$ cat config.mk
export PLATFORM = sky130hd
export DESIGN_NAME = bit_field_store
export DESIGN_NICKNAME = d
export VERILOG_FILES = /design/src/rtl/bfs_pkg.sv /design/src/rtl/bfs_bank.sv /design/src/rtl/bfs_front.sv /design/src/rtl/bfs_back.sv /design/src/rtl/bit_field_store.sv
export VERILOG_INCLUDE_DIRS = /design/src /design/src/rtl
export SDC_FILE = /design/constraint.sdc
export NUM_CORES = 2
export LEC_CHECK = 0
export BUFFER_PORTS_ARGS = -buffer_cell sky130_fd_sc_hd__buf_2
export CORE_MARGIN = 2
export CORE_UTILIZATION = 45
export DETAILED_ROUTE_END_ITERATION = 12
export PLACE_DENSITY_LB_ADDON = 0.08
export SLEW_MARGIN = 40
export SYNTH_ARGS = -nofsm -noshare
export SYNTH_HDL_FRONTEND = slang
export SYNTH_SLANG_ARGS = --single-unit
$ cat constraint.sdc
create_clock -name clk -period 11.05 [get_ports clk]
set_clock_uncertainty 0.2 [all_clocks]
set_input_delay 0.5525 -clock clk [delete_from_list [all_inputs] [get_ports clk]]
set_output_delay 0.5525 -clock clk [all_outputs]
set_load 0.01 [all_outputs]
$ cat src/rtl/bit_field_store_defines.svh
`ifndef BIT_FIELD_STORE_DEFINES_SVH
`define BIT_FIELD_STORE_DEFINES_SVH

// Check a consequent in the same cycle as its antecedent.
`define BFS_ASSERT_NOW(label, clk_s, rst_s, ante, cons, msg) \
  label: assert property (@(posedge clk_s) disable iff (!rst_s) (ante) |-> (cons)) \
    else $error(msg);

// Check a consequent in the cycle after its antecedent.
`define BFS_ASSERT_NEXT(label, clk_s, rst_s, ante, cons, msg) \
  label: assert property (@(posedge clk_s) disable iff (!rst_s) (ante) |=> (cons)) \
    else $error(msg);

`endif

$ cat src/rtl/bfs_pkg.sv
package bfs_pkg;

  localparam int WORD_W      = 32;
  localparam int OFS_W       = 5;
  localparam int IDX_W       = 11;
  localparam int FW_W        = 6;
  localparam int CFG_W       = 7;
  localparam int SLOT_W      = IDX_W - OFS_W;
  localparam int STORE_WORDS = 1 << SLOT_W;
  localparam int BANK_AW     = SLOT_W - 1;
  localparam int BANK_DEPTH  = STORE_WORDS / 2;
  localparam int CNT_W       = SLOT_W + 1;

  localparam logic [CFG_W-1:0]  CFG_RESET = CFG_W'(64);
  localparam logic [CNT_W-1:0]  CNT_ONE   = CNT_W'(1);
  localparam logic [FW_W-1:0]   FW_MAX    = FW_W'(WORD_W);
  localparam logic [WORD_W-1:0] WORD_ONE  = WORD_W'(1);

  localparam logic [2:0] CMD_CLEAR_ALL   = 3'd0;
  localparam logic [2:0] CMD_SET_ALL     = 3'd1;
  localparam logic [2:0] CMD_SET_BIT     = 3'd2;
  localparam logic [2:0] CMD_CLR_BIT     = 3'd3;
  localparam logic [2:0] CMD_TGL_BIT     = 3'd4;
  localparam logic [2:0] CMD_READ_FIELD  = 3'd5;
  localparam logic [2:0] CMD_WRITE_FIELD = 3'd6;

  localparam logic [1:0] ST_OK    = 2'd0;
  localparam logic [1:0] ST_RANGE = 2'd1;
  localparam logic [1:0] ST_WIDTH = 2'd2;

  typedef struct packed {
    logic [2:0]        cmd;
    logic [IDX_W-1:0]  bit_index;
    logic [FW_W-1:0]   field_width;
    logic [WORD_W-1:0] write_value;
  } bfs_in_t;

  typedef struct packed {
    logic [WORD_W-1:0] read_data;
    logic [1:0]        status;
  } bfs_out_t;

  typedef enum logic [2:0] {
    OP_NONE,
    OP_FILL,
    OP_SET,
    OP_CLR,
    OP_TGL,
    OP_READ,
    OP_WRITE
  } bfs_op_t;

  typedef struct packed {
    bfs_op_t           op;
    logic              fill;
    logic [SLOT_W-1:0] slot;
    logic              hi_ok;
    logic [OFS_W-1:0]  ofs;
    logic [WORD_W-1:0] fmask;
    logic [WORD_W-1:0] value;
    logic [CNT_W-1:0]  count;
    logic [1:0]        status;
  } bfs_req_t;

  typedef struct packed {
    logic [BANK_AW-1:0] raddr;
    logic               we;
    logic [BANK_AW-1:0] waddr;
    logic [WORD_W-1:0]  wdata;
  } bfs_ram_cmd_t;

  typedef enum logic {
    B_IDLE,
    B_EXEC
  } bfs_bstate_t;

  function automatic logic [CNT_W-1:0] active_count(input logic [CFG_W-1:0] c);
    if (c > CFG_W'(STORE_WORDS)) begin
      return CNT_W'(STORE_WORDS);
    end
    return CNT_W'(c);
  endfunction

  function automatic logic word_active(input int unsigned i, input logic [CNT_W-1:0] n);
    return CNT_W'(i) < n;
  endfunction

endpackage

$ cat src/rtl/bfs_bank.sv
module bfs_bank (
  input  logic                               clk,
  input  bfs_pkg::bfs_ram_cmd_t              cmd,
  output logic [bfs_pkg::WORD_W-1:0]         rdata
);

  logic [bfs_pkg::WORD_W-1:0] mem [bfs_pkg::BANK_DEPTH];

  always_ff @(posedge clk) begin
    if (cmd.we) begin
      mem[cmd.waddr] <= cmd.wdata;
    end
  end

  always_ff @(posedge clk) begin
    rdata <= mem[cmd.raddr];
  end

endmodule

$ cat src/rtl/bfs_front.sv
module bfs_front (
  input  logic                          clk,
  input  logic                          rst_n,
  input  logic                          in_push,
  output logic                          in_full,
  input  bfs_pkg::bfs_in_t              in_data,
  input  logic                          cfg_we,
  input  logic [bfs_pkg::CFG_W-1:0]     cfg_wdata,
  output bfs_pkg::bfs_req_t             req,
  output logic                          req_valid,
  input  logic                          req_take
);

  logic [bfs_pkg::CFG_W-1:0]  cfg_r;
  bfs_pkg::bfs_req_t          q_r [2];
  logic                       wptr_r;
  logic                       rptr_r;
  logic [1:0]                 cnt_r;

  logic [bfs_pkg::SLOT_W-1:0] slot;
  logic [bfs_pkg::CNT_W-1:0]  n;
  logic                       in_range;
  logic                       hi_ok;
  logic                       width_ok;
  logic [bfs_pkg::WORD_W-1:0] fmask;
  logic                       push;
  bfs_pkg::bfs_req_t          cls;

  always_comb begin
    slot     = in_data.bit_index[bfs_pkg::IDX_W-1:bfs_pkg::OFS_W];
    n        = bfs_pkg::active_count(cfg_r);
    in_range = {1'b0, slot} < n;
    hi_ok    = ({1'b0, slot} + bfs_pkg::CNT_ONE) < n;
    width_ok = (in_data.field_width != '0) && (in_data.field_width <= bfs_pkg::FW_MAX);
    if (in_data.field_width[bfs_pkg::OFS_W]) begin
      fmask = '1;
    end else begin
      fmask = (bfs_pkg::WORD_ONE << in_data.field_width[bfs_pkg::OFS_W-1:0])
              - bfs_pkg::WORD_ONE;
    end

    cls        = '0;
    cls.op     = bfs_pkg::OP_NONE;
    cls.slot   = slot;
    cls.hi_ok  = hi_ok;
    cls.ofs    = in_data.bit_index[bfs_pkg::OFS_W-1:0];
    cls.fmask  = fmask;
    cls.value  = in_data.write_value & fmask;
    cls.count  = n;
    cls.status = bfs_pkg::ST_OK;

    unique case (in_data.cmd)
      bfs_pkg::CMD_CLEAR_ALL: begin
        cls.op = bfs_pkg::OP_FILL;
      end
      bfs_pkg::CMD_SET_ALL: begin
        cls.op   = bfs_pkg::OP_FILL;
        cls.fill = 1'b1;
      end
      bfs_pkg::CMD_SET_BIT: begin
        if (in_range) cls.op = bfs_pkg::OP_SET;
        else          cls.status = bfs_pkg::ST_RANGE;
      end
      bfs_pkg::CMD_CLR_BIT: begin
        if (in_range) cls.op = bfs_pkg::OP_CLR;
        else          cls.status = bfs_pkg::ST_RANGE;
      end
      bfs_pkg::CMD_TGL_BIT: begin
        if (in_range) cls.op = bfs_pkg::OP_TGL;
        else          cls.status = bfs_pkg::ST_RANGE;
      end
      bfs_pkg::CMD_READ_FIELD: begin
        if (!width_ok)     cls.status = bfs_pkg::ST_WIDTH;
        else if (!in_range) cls.status = bfs_pkg::ST_RANGE;
        else               cls.op = bfs_pkg::OP_READ;
      end
      bfs_pkg::CMD_WRITE_FIELD: begin
        if (!width_ok)     cls.status = bfs_pkg::ST_WIDTH;
        else if (!in_range) cls.status = bfs_pkg::ST_RANGE;
        else               cls.op = bfs_pkg::OP_WRITE;
      end
      default: begin
      end
    endcase
  end

  assign in_full   = (cnt_r == 2'd2);
  assign push      = in_push && !in_full;
  assign req_valid = (cnt_r != 2'd0);
  assign req       = q_r[rptr_r];

  always_ff @(posedge clk) begin
    if (!rst_n) begin
      cfg_r  <= bfs_pkg::CFG_RESET;
      wptr_r <= 1'b0;
      rptr_r <= 1'b0;
      cnt_r  <= 2'd0;
    end else begin
      if (cfg_we) begin
        cfg_r <= cfg_wdata;
      end
      if (push) begin
        wptr_r <= !wptr_r;
      end
      if (req_take) begin
        rptr_r <= !rptr_r;
      end
      if (push && !req_take) begin
        cnt_r <= cnt_r + 2'd1;
      end else if (!push && req_take) begin
        cnt_r <= cnt_r - 2'd1;
      end
    end
  end

  always_ff @(posedge clk) begin
    if (push) begin
      q_r[wptr_r] <= cls;
    end
  end

endmodule

$ cat src/rtl/bfs_back.sv
`include "bit_field_store_defines.svh"

module bfs_back (
  input  logic                          clk,
  input  logic                          rst_n,
  input  bfs_pkg::bfs_req_t             req,
  input  logic                          req_valid,
  output logic                          req_take,
  output bfs_pkg::bfs_ram_cmd_t         even_cmd,
  output bfs_pkg::bfs_ram_cmd_t         odd_cmd,
  input  logic [bfs_pkg::WORD_W-1:0]    even_rdata,
  input  logic [bfs_pkg::WORD_W-1:0]    odd_rdata,
  output logic                          out_empty,
  input  logic                          out_pop,
  output bfs_pkg::bfs_out_t             out_data
);

  bfs_pkg::bfs_bstate_t             state_r;
  bfs_pkg::bfs_bstate_t             state_nxt;
  bfs_pkg::bfs_req_t                cur_r;
  logic [bfs_pkg::STORE_WORDS-1:0]  vld_r;
  logic [bfs_pkg::STORE_WORDS-1:0]  fil_r;
  bfs_pkg::bfs_out_t                oq_r [2];
  logic                             owp_r;
  logic                             orp_r;
  logic [1:0]                       ocnt_r;

  logic                             exec;
  logic                             opop;
  logic [bfs_pkg::SLOT_W-1:0]       hi_slot;
  logic [bfs_pkg::BANK_AW-1:0]      head_base;
  logic [bfs_pkg::BANK_AW-1:0]      cur_base;
  logic [bfs_pkg::WORD_W-1:0]       lo_w;
  logic [bfs_pkg::WORD_W-1:0]       hi_w;
  logic [2*bfs_pkg::WORD_W-1:0]     win;
  logic [2*bfs_pkg::WORD_W-1:0]     pm;
  logic [2*bfs_pkg::WORD_W-1:0]     pv;
  logic [2*bfs_pkg::WORD_W-1:0]     shifted;
  logic [bfs_pkg::WORD_W-1:0]       bit_m;
  logic [bfs_pkg::WORD_W-1:0]       new_lo;
  logic [bfs_pkg::WORD_W-1:0]       new_hi;
  logic                             wr_lo;
  logic                             wr_hi;
  bfs_pkg::bfs_out_t                res;

  always_comb begin
    state_nxt = state_r;
    unique case (state_r)
      bfs_pkg::B_IDLE: begin
        if (req_valid && (ocnt_r != 2'd2)) state_nxt = bfs_pkg::B_EXEC;
      end
      bfs_pkg::B_EXEC: begin
        state_nxt = bfs_pkg::B_IDLE;
      end
    endcase
  end

  always_comb begin
    req_take = (state_r == bfs_pkg::B_IDLE) && req_valid && (ocnt_r != 2'd2);
    exec     = (state_r == bfs_pkg::B_EXEC);
  end

  always_comb begin
    hi_slot = cur_r.slot + 1'b1;
    lo_w    = cur_r.slot[0] ? odd_rdata : even_rdata;
    if (!vld_r[cur_r.slot]) lo_w = {bfs_pkg::WORD_W{fil_r[cur_r.slot]}};
    hi_w    = cur_r.slot[0] ? even_rdata : odd_rdata;
    if (!vld_r[hi_slot]) hi_w = {bfs_pkg::WORD_W{fil_r[hi_slot]}};
    if (!cur_r.hi_ok) hi_w = '0;

    win     = {hi_w, lo_w};
    bit_m   = bfs_pkg::WORD_ONE << cur_r.ofs;
    pm      = {{bfs_pkg::WORD_W{1'b0}}, cur_r.fmask} << cur_r.ofs;
    pv      = {{bfs_pkg::WORD_W{1'b0}}, cur_r.value} << cur_r.ofs;
    shifted = win >> cur_r.ofs;

    new_lo = lo_w;
    new_hi = hi_w;
    wr_lo  = 1'b0;
    wr_hi  = 1'b0;
    if (exec) begin
      unique case (cur_r.op)
        bfs_pkg::OP_SET: begin
          new_lo = lo_w | bit_m;
          wr_lo  = 1'b1;
        end
        bfs_pkg::OP_CLR: begin
          new_lo = lo_w & ~bit_m;
          wr_lo  = 1'b1;
        end
        bfs_pkg::OP_TGL: begin
          new_lo = lo_w ^ bit_m;
          wr_lo  = 1'b1;
        end
        bfs_pkg::OP_WRITE: begin
          {new_hi, new_lo} = (win & ~pm) | pv;
          wr_lo = 1'b1;
          wr_hi = cur_r.hi_ok;
        end
        default: begin
        end
      endcase
    end

    res.status    = cur_r.status;
    res.read_data = '0;
    if (cur_r.op == bfs_pkg::OP_READ) begin
      res.read_data = shifted[bfs_pkg::WORD_W-1:0] & cur_r.fmask;
    end
  end

  // Words slot and slot+1 always sit in opposite banks.
  always_comb begin
    head_base      = req.slot[bfs_pkg::SLOT_W-1:1];
    cur_base       = cur_r.slot[bfs_pkg::SLOT_W-1:1];
    even_cmd.raddr = req.slot[0] ? head_base + 1'b1 : head_base;
    odd_cmd.raddr  = head_base;
    if (!cur_r.slot[0]) begin
      even_cmd.we    = wr_lo;
      even_cmd.waddr = cur_base;
      even_cmd.wdata = new_lo;
      odd_cmd.we     = wr_hi;
      odd_cmd.waddr  = cur_base;
      odd_cmd.wdata  = new_hi;
    end else begin
      odd_cmd.we     = wr_lo;
      odd_cmd.waddr  = cur_base;
      odd_cmd.wdata  = new_lo;
      even_cmd.we    = wr_hi;
      even_cmd.waddr = cur_base + 1'b1;
      even_cmd.wdata = new_hi;
    end
  end

  assign out_empty = (ocnt_r == 2'd0);
  assign opop      = out_pop && !out_empty;
  assign out_data  = oq_r[orp_r];

  always_ff @(posedge clk) begin
    if (!rst_n) begin
      state_r <= bfs_pkg::B_IDLE;
      vld_r   <= '0;
      fil_r   <= '0;
      owp_r   <= 1'b0;
      orp_r   <= 1'b0;
      ocnt_r  <= 2'd0;
    end else begin
      state_r <= state_nxt;
      if (exec && (cur_r.op == bfs_pkg::OP_FILL)) begin
        for (int unsigned i = 0; i < bfs_pkg::STORE_WORDS; i++) begin
          if (bfs_pkg::word_active(i, cur_r.count)) begin
            vld_r[i] <= 1'b0;
            fil_r[i] <= cur_r.fill;
          end
        end
      end else begin
        if (wr_lo) vld_r[cur_r.slot] <= 1'b1;
        if (wr_hi) vld_r[hi_slot] <= 1'b1;
      end
      if (exec) begin
        owp_r <= !owp_r;
      end
      if (opop) begin
        orp_r <= !orp_r;
      end
      if (exec && !opop) begin
        ocnt_r <= ocnt_r + 2'd1;
      end else if (!exec && opop) begin
        ocnt_r <= ocnt_r - 2'd1;
      end
    end
  end

  always_ff @(posedge clk) begin
    if (req_take) begin
      cur_r <= req;
    end
    if (exec) begin
      oq_r[owp_r] <= res;
    end
  end

  `BFS_ASSERT_NOW(a_take_room, clk, rst_n, req_take, ocnt_r != 2'd2, "request taken with result queue full")
  `BFS_ASSERT_NOW(a_flag_no_write, clk, rst_n, exec && (cur_r.status != bfs_pkg::ST_OK), !even_cmd.we && !odd_cmd.we, "flagged request wrote the store")
  `BFS_ASSERT_NOW(a_pair_write, clk, rst_n, even_cmd.we && odd_cmd.we, (cur_r.op == bfs_pkg::OP_WRITE) && cur_r.hi_ok, "two words written outside a straddling field write")
  `BFS_ASSERT_NEXT(a_exec_push, clk, rst_n, exec && !opop, ocnt_r == $past(ocnt_r) + 2'd1, "result of executed request not queued")

endmodule

$ cat src/rtl/bit_field_store.sv
// A taken request sits in cur_r and runs in the EXEC state, which queues its result
// for the out_ ports. A new request is taken only when idle and the result queue has
// room. The word pair is read from the even and odd banks as a request is taken, and
// is modified and written back in EXEC; clear-all and set-all use per-word fill flags.
// Reset (synchronous, rst_n low): store reads as all zero at once, words_in_use = 64,
// both queues empty; no clearing pass.
module bit_field_store (
  input  logic                          clk,
  input  logic                          rst_n,
  input  logic                          in_push,
  output logic                          in_full,
  input  bfs_pkg::bfs_in_t              in_data,
  output logic                          out_empty,
  input  logic                          out_pop,
  output bfs_pkg::bfs_out_t             out_data,
  input  logic                          cfg_we,
  input  logic [bfs_pkg::CFG_W-1:0]     cfg_wdata
);

  bfs_pkg::bfs_req_t            req;
  logic                         req_valid;
  logic                         req_take;
  bfs_pkg::bfs_ram_cmd_t        even_cmd;
  bfs_pkg::bfs_ram_cmd_t        odd_cmd;
  logic [bfs_pkg::WORD_W-1:0]   even_rdata;
  logic [bfs_pkg::WORD_W-1:0]   odd_rdata;

  bfs_front u_front (
    .clk       (clk),
    .rst_n     (rst_n),
    .in_push   (in_push),
    .in_full   (in_full),
    .in_data   (in_data),
    .cfg_we    (cfg_we),
    .cfg_wdata (cfg_wdata),
    .req       (req),
    .req_valid (req_valid),
    .req_take  (req_take)
  );

  bfs_bank u_even (
    .clk   (clk),
    .cmd   (even_cmd),
    .rdata (even_rdata)
  );

  bfs_bank u_odd (
    .clk   (clk),
    .cmd   (odd_cmd),
    .rdata (odd_rdata)
  );

  bfs_back u_back (
    .clk        (clk),
    .rst_n      (rst_n),
    .req        (req),
    .req_valid  (req_valid),
    .req_take   (req_take),
    .even_cmd   (even_cmd),
    .odd_cmd    (odd_cmd),
    .even_rdata (even_rdata),
    .odd_rdata  (odd_rdata),
    .out_empty  (out_empty),
    .out_pop    (out_pop),
    .out_data   (out_data)
  );

endmodule

Word level (Yosys, flattened, before mapping) --
Memory sizes are Yosys's and may differ from the RTL's. A register that Yosys moved wholly into a read port is not among the register bits. Index checks and enable logic that the tools add are counted.
Cells by class: $add $sub $neg 9, magnitude comparators 72, eq/ne operators 78, shift operators 5, multiplexer cells 132, bitwise operators 12, reduce and logical (&&, ||, !) cells 97
Operators by type and width (number):
- $mux W32 | 10
- $mux W64 | 5
- $lt A6 B7 Y1 const A | 32
- $or A64 B64 Y64 | 3
- $ne A2 B2 Y1 const B | 65
- $pmux W32 S4 | 1
- $reduce_and A2 Y1 | 64
- $shl A32 B5 Y64 | 2
- $lt A5 B7 Y1 const A | 16
- $and A32 B32 Y32 | 3
- $mux W1 | 90
- $mux W38 | 2
- $and A64 B64 Y64 | 1
- $not A64 Y64 | 1
- $shl A1 B5 Y32 const A | 2
- $shr A64 B5 Y32 | 1
- $lt A4 B7 Y1 const A | 8
- $not A32 Y32 | 1
- $or A32 B32 Y32 | 1
- $sub A32 B1 Y32 const B | 1
- $xor A32 B32 Y32 | 1
- $lt A3 B7 Y1 const A | 4
- $bmux W1 S6 | 4
- $eq A3 B3 Y1 const B | 6
- other kinds (34) | 81
Word-level totals: register bits 233, bits in writable memories 2294, output and inout port bits 36, word-level logic and storage cells 554, memories kept 4
Memories:
- u_even.mem | words 32, width 32, read ports 1, clocked after memory_dff 1, write ports 1, RTL line bfs_bank.sv:7 | logic [bfs_pkg::WORD_W-1:0] mem [bfs_pkg::BANK_DEPTH];
- u_odd.mem | words 32, width 32, read ports 1, clocked after memory_dff 1, write ports 1, RTL line bfs_bank.sv:7
- u_front.q_r | words 2, width 89, read ports 1, clocked after memory_dff 1, write ports 1, RTL line bfs_front.sv:15 | bfs_pkg::bfs_req_t q_r [2];
- u_back.oq_r | words 2, width 34, read ports 1, clocked after memory_dff 1, write ports 1, RTL line bfs_back.sv:23 | bfs_pkg::bfs_out_t oq_r [2];

Logic depth before layout (Yosys ltp) --
depth in word-level cells 12, gate-level depth with buffers 22

Modules after synthesis --
From an unflattened synthesis, not the netlist that was laid out.
Unflattened totals: cells, all modules 8083, area total of the unflattened synthesis 115595.9 um^2
Modules (own cells, without submodules):
- bfs_bank (u_odd) | instances 1, cells each 2260, area an instance 40492.6 um^2, sequential area each 31390.1 um^2
- bfs_bank (u_even) | instances 1, cells each 2260, area an instance 40485.1 um^2, sequential area each 31390.1 um^2
- bfs_back | instances 1, cells each 3014, area an instance 26387.8 um^2, sequential area each 7397.1 um^2
- bfs_front | instances 1, cells each 549, area an instance 8230.4 um^2, sequential area each 5585.4 um^2

Worst setup path before layout --
No wires, ideal clock.
path type reg2reg, start point reg u_back.state_r, in the netlist u_back.exec, end point reg u_front.cnt_r[1], arrival 5445 ps, setup slack 5330 ps, stages on the path, launching flop included 8, cells stage by stage dfxtp_1 > clkbuf_1 > nor2_1 > inv_1 > ha_1 > xor2_1 > or3_1 > a21boi_0
On the way: longest elaborated chain between the ends 6, elaborated cells between the ends (all ways) 8, those cells by class mux (1); bitwise (1); reduce/logical (6)
Ends and longest elaborated chain:
- from (decl) | RTL line bfs_back.sv:18 | bfs_pkg::bfs_bstate_t state_r;
- from (signal assigned) | RTL line bfs_back.sv:141 | state_r <= bfs_pkg::B_IDLE;
- from (signal assigned) | RTL line bfs_back.sv:148 | state_r <= state_nxt;
- $not A1 Y1 (*) | RTL line bfs_back.sv:59 | req_take = (state_r == bfs_pkg::B_IDLE) && req_valid && (ocnt_r != 2'd2);
- $logic_and A1 B1 Y1 (*) (2 in series) | RTL line bfs_back.sv:59
- net req_take | RTL line bit_field_store.sv:22 | logic req_take;
- $logic_not A1 Y1 | RTL line bfs_front.sv:108 | if (push && !req_take) begin
- $logic_and A1 B1 Y1 | RTL line bfs_front.sv:108
- $mux W2 / $reduce_bool A2 Y1 (equally long branches)
- to (signal assigned) | RTL line bfs_front.sv:109 | cnt_r <= cnt_r + 2'd1;
- to (signal assigned) | RTL line bfs_front.sv:111 | cnt_r <= cnt_r - 2'd1;
- to (decl) | RTL line bfs_front.sv:18 | logic [1:0] cnt_r;
Mark *: on every way through the listed nets, which the timed path passes. The rest lies on a longest branch. A chain may end at the register's enable or synchronous reset.

==> reports/results.tsv <==
metric	value	unit
Syn Std Cell Area	115100	um^2
hold_sp	in_data[32]	
top sig layer	met5	
R2R Path Start	u_back.cur_base[0]$_DFFE_PP_	
Util after Layout	51.62	%
FF-to-FF End	u_odd.mem[15][2]$_DFFE_PP_	
Hold Path Class	in2reg	
sequential power share	35.4	%
CP endpoint kind	flop	
TNS Setup	0	ps
# fillers	21481	
commonest non-fill, non-tap cell in the layout	edfxtp_1	
CTS Buf Count	294	
internal power	25.88	mW
type of the worst setup path	reg2reg	
DR WL/cell	33.89	um
max incr delay on CP	840	ps
CTS root buffer	clkbuf_16	
final weighted congestion in routability-driven placement	0.9989	
Initial Utilization	45.28	%
GRT overflow	0	
Max Clk Rate	152.3	MHz
met2 WL	189700	um
Crit-path slowest cell	o21ai_2	
Cell variety after synth	94	
drt first pass iters	10	
synthesized area per cell	13.78	um^2
first-pass GRT wire length	565200	um
Seq/Total Area, Yosys	65.84	%
crit path launch type	flop	
number of enable flip-flop cells after synthesis	2383	
Clk Latency, worst-skew pair	980	ps
Post-synth ARST share	0	%
worst path required time	11480	ps
CTS H-tree lvls	5	
Routed WL	408500	um
layout cells sized above 1	18.35	%
outcome	finished clean	
Max Buffers Root-to-Sink	4	
Comb pwr share	42.3	%
most used cell, CP	buf_4	
clock-pin slew on the worst setup and hold paths	60	ps
Mapped Nets	8502	
number of hold buffers added after cts	70	
fin. max-slew vios	0	
reg2reg path depth	16	
Setup Buffers After CTS	0	
Post-Syn Instances	8353	
detailed-route DRC error count	0	
WHS Endpoint	u_front.q_r[0][71]$_DFFE_PP_	
fin crit share	59.44	%
initial antenna violation count	17	
Die Area	259800	um^2
DRT antenna net count	0	
hold path cells	3	
Buf+Inv Stages, Crit Path	5	
Area growth syn-to-layout	13.99	%
largest net degree at the start of global routing	151	
GRT Total Usage	30.92	%
flops & latches, synth	2593	
Top FF cell, synth	edfxtp_1	
IO buf count	99	
Power, Total	43.55	mW
die width	509.7	um
CP Data Arrival Time	7000	ps
dpl ws	4703	ps
Vias	76061	
reg2reg setup slack	4480	ps
RSZ-0062 raised after global routing	no	
CP top delay family	buffers and inverters	
DRT iter0 DRCs	10151	
Final Hold Violating Endpoints	0	
MaxCap Viol Count	0	
Sw Ratio	40.56	%
actual slew at the worst max-slew pin	971.9	ps
num ports	100	
nets	8617	
P_sw	17.66	mW
clk sinks	2593	
HPWL Detailed	239600	um
Final min period	6568	ps
post_cts resized	0	
routed wl met3	32110	um
fin worst setup slack	4482	ps
Clk network pwr share	22.3	%
Setup-failing EPs final	0	
Die Span Y	509.7	um
number of global-route vias before repair	72420	
relative slew slack	34.52	%
Pwr Density	331.9	nW/um^2
Max IR drop VDD	0.2526	mV
DRT met1 WL	168500	um
Via density	6.310	
most frequent cells in the layout	edfxtp_1 (2,383), nand2_1 (1,525), nand3_1 (579)	
Crit Path Max Fanout	47	
Static Leak	44.75	nW
Syn. warnings	0	
Cell Chain, Critical Path	buf_4 > ha_1 > xor2_2 > buf_4 > mux4_2 > a22o_1 > a41o_1 > a22oi_2 > nand2_2 > buf_4 > o21ai_2 > buf_4 > a221oi_1 > a21oi_1 > mux2i_2 > buf_4	
Core Box Area	254200	um^2
CTS tree	built	
Row Count	185	
## sequential cells by signal, indices dropped and copies added (netlist names), named ones only
name,flops
u_back.owp_r,1
u_back.vld_r,64
u_back.ocnt_r,2
u_front.rptr_r,1
u_even.mem,1024
u_back.fil_r,64
u_back.orp_r,1
u_even.rdata,32
u_front.wptr_r,1
u_front.cnt_r,2
u_back.cur_base,5
u_odd.mem,1024
u_front.cfg_r,7
u_back.exec,1
u_back.oq_r,68
u_odd.rdata,32
u_back.cur_r,84
u_front.q_r,178
## layer usage
| metal | GRT usage (%) | vias up |
|---|---|---|
| met2 | 48.74 | 3673 |
| met3 | 5.096 | 802 |
| li1 | - | 32132 |
| met5 | 0 | - |
| met1 | 43.13 | 39448 |
| met4 | 11.85 | 6 |
## power groups by stage
| stage | registers [mW] | clock network [mW] | logic, mW |
|---|---|---|---|
| detailed placement | 15.6 | 0 | 17.9 |
| finish | 15.4 | 9.69 | 18.4 |
| floorplan | 15.1 | 0 | 10.7 |
| global placement | 15.6 | 0 | 17.5 |
| global route | 15.4 | 10.2 | 19.4 |
| CTS | 15.4 | 9.86 | 18.0 |
## stage by stage
step	area (um^2)	hold WS (ps)	std cells
2_1_floorplan	115100	221.5	8353
3_3_place_gp	120200	222.3	11433
3_5_place_dp	120800	231.5	11457
4_1_cts	130900	16.07	12035
5_1_grt	131200	100.1	12051
6_report	131200	89.43	12054
## final cells by class
| type | instances | area (um^2) | share of cell area [%] |
|---|---|---|---|
| timing repair buffer | 421 | 3700 | 2.820 |
| sequential | 2593 | 75770 | 57.76 |
| clock buffer | 380 | 7965 | 6.072 |
| clock inverter | 128 | 1491 | 1.137 |
| antenna | 8 | 20.02 | 0.01526 |
| inverter | 70 | 282.8 | 0.2156 |
| tap | 3366 | 4212 | 3.210 |
| multi-input combinational | 5088 | 37740 | 28.77 |
## logic make-up after synthesis
kind of cell	synth area share, %
adder cells (fa/ha/maj)	0.9242
multiplexers	12.99
AO/OA/AOI/OAI	6.785
buffers and inverters	2.346
XOR/XNOR	0.1881
flip-flops	65.84
AND/OR/NAND/NOR	10.93
## worst min-delay path: cells and delay by family
kind	cells	cell delay, ps
AOI/OAI and AO/OA	2	280
buffers and inverters	1	180
## worst max-delay path by stage
stage               cells past startpoint                       endpoint                          from
floorplan                               7  u_front.cnt_r[1]$_SDFFE_PN0P_        u_back.exec$_SDFF_PP0_
global placement                       13   u_even.mem[17][12]$_DFFE_PP_  u_back.cur_base[0]$_DFFE_PP_
detailed placement                     16     u_odd.mem[12][2]$_DFFE_PP_  u_back.cur_base[0]$_DFFE_PP_
CTS                                    16     u_odd.mem[15][2]$_DFFE_PP_    u_back.cur_r[79]$_DFFE_PP_
global route                           16     u_odd.mem[14][2]$_DFFE_PP_  u_back.cur_base[0]$_DFFE_PP_
finish                                 16     u_odd.mem[15][2]$_DFFE_PP_  u_back.cur_base[0]$_DFFE_PP_
## Yosys cell counts (13+ instances only)
| master | count | area share, % |
|---|---|---|
| edfxtp_1 | 2383 | 62 |
| nand2_1 | 1529 | 5.0 |
| nand3_1 | 579 | 2.5 |
| clkbuf_1 | 432 | 1.4 |
| mux4_2 | 380 | 7.4 |
| mux2i_1 | 371 | 3.2 |
| nor2_1 | 308 | 1.0 |
| o21ai_0 | 239 | 1.0 |
| mux2_2 | 238 | 2.3 |
| a21oi_1 | 235 | 1.0 |
| dfxtp_1 | 210 | 3.7 |
| a311oi_1 | 163 | 1.2 |
| nor2b_1 | 156 | 0.85 |
| buf_1 | 92 | 0.30 |
| and3_1 | 86 | 0.47 |
| ha_1 | 85 | 0.92 |
| a222oi_1 | 72 | 0.63 |
| and2_1 | 72 | 0.39 |
| a31oi_1 | 66 | 0.36 |
| inv_1 | 62 | 0.20 |
| o211ai_1 | 52 | 0.34 |
| buf_2 | 51 | 0.22 |
| nor3_1 | 40 | 0.17 |
| o22ai_1 | 40 | 0.22 |
| a21o_1 | 39 | 0.25 |
| a22oi_1 | 35 | 0.23 |
| a221oi_1 | 27 | 0.21 |
| a211oi_1 | 26 | 0.17 |
| buf_4 | 22 | 0.14 |
| a21boi_0 | 18 | 0.12 |
| nand2b_1 | 16 | 0.087 |
| o21a_1 | 15 | 0.098 |
| or2_2 | 15 | 0.082 |
| o221ai_1 | 13 | 0.099 |
| xnor2_1 | 13 | 0.099 |
Note: power is estimated with default switching activity, not from simulation.
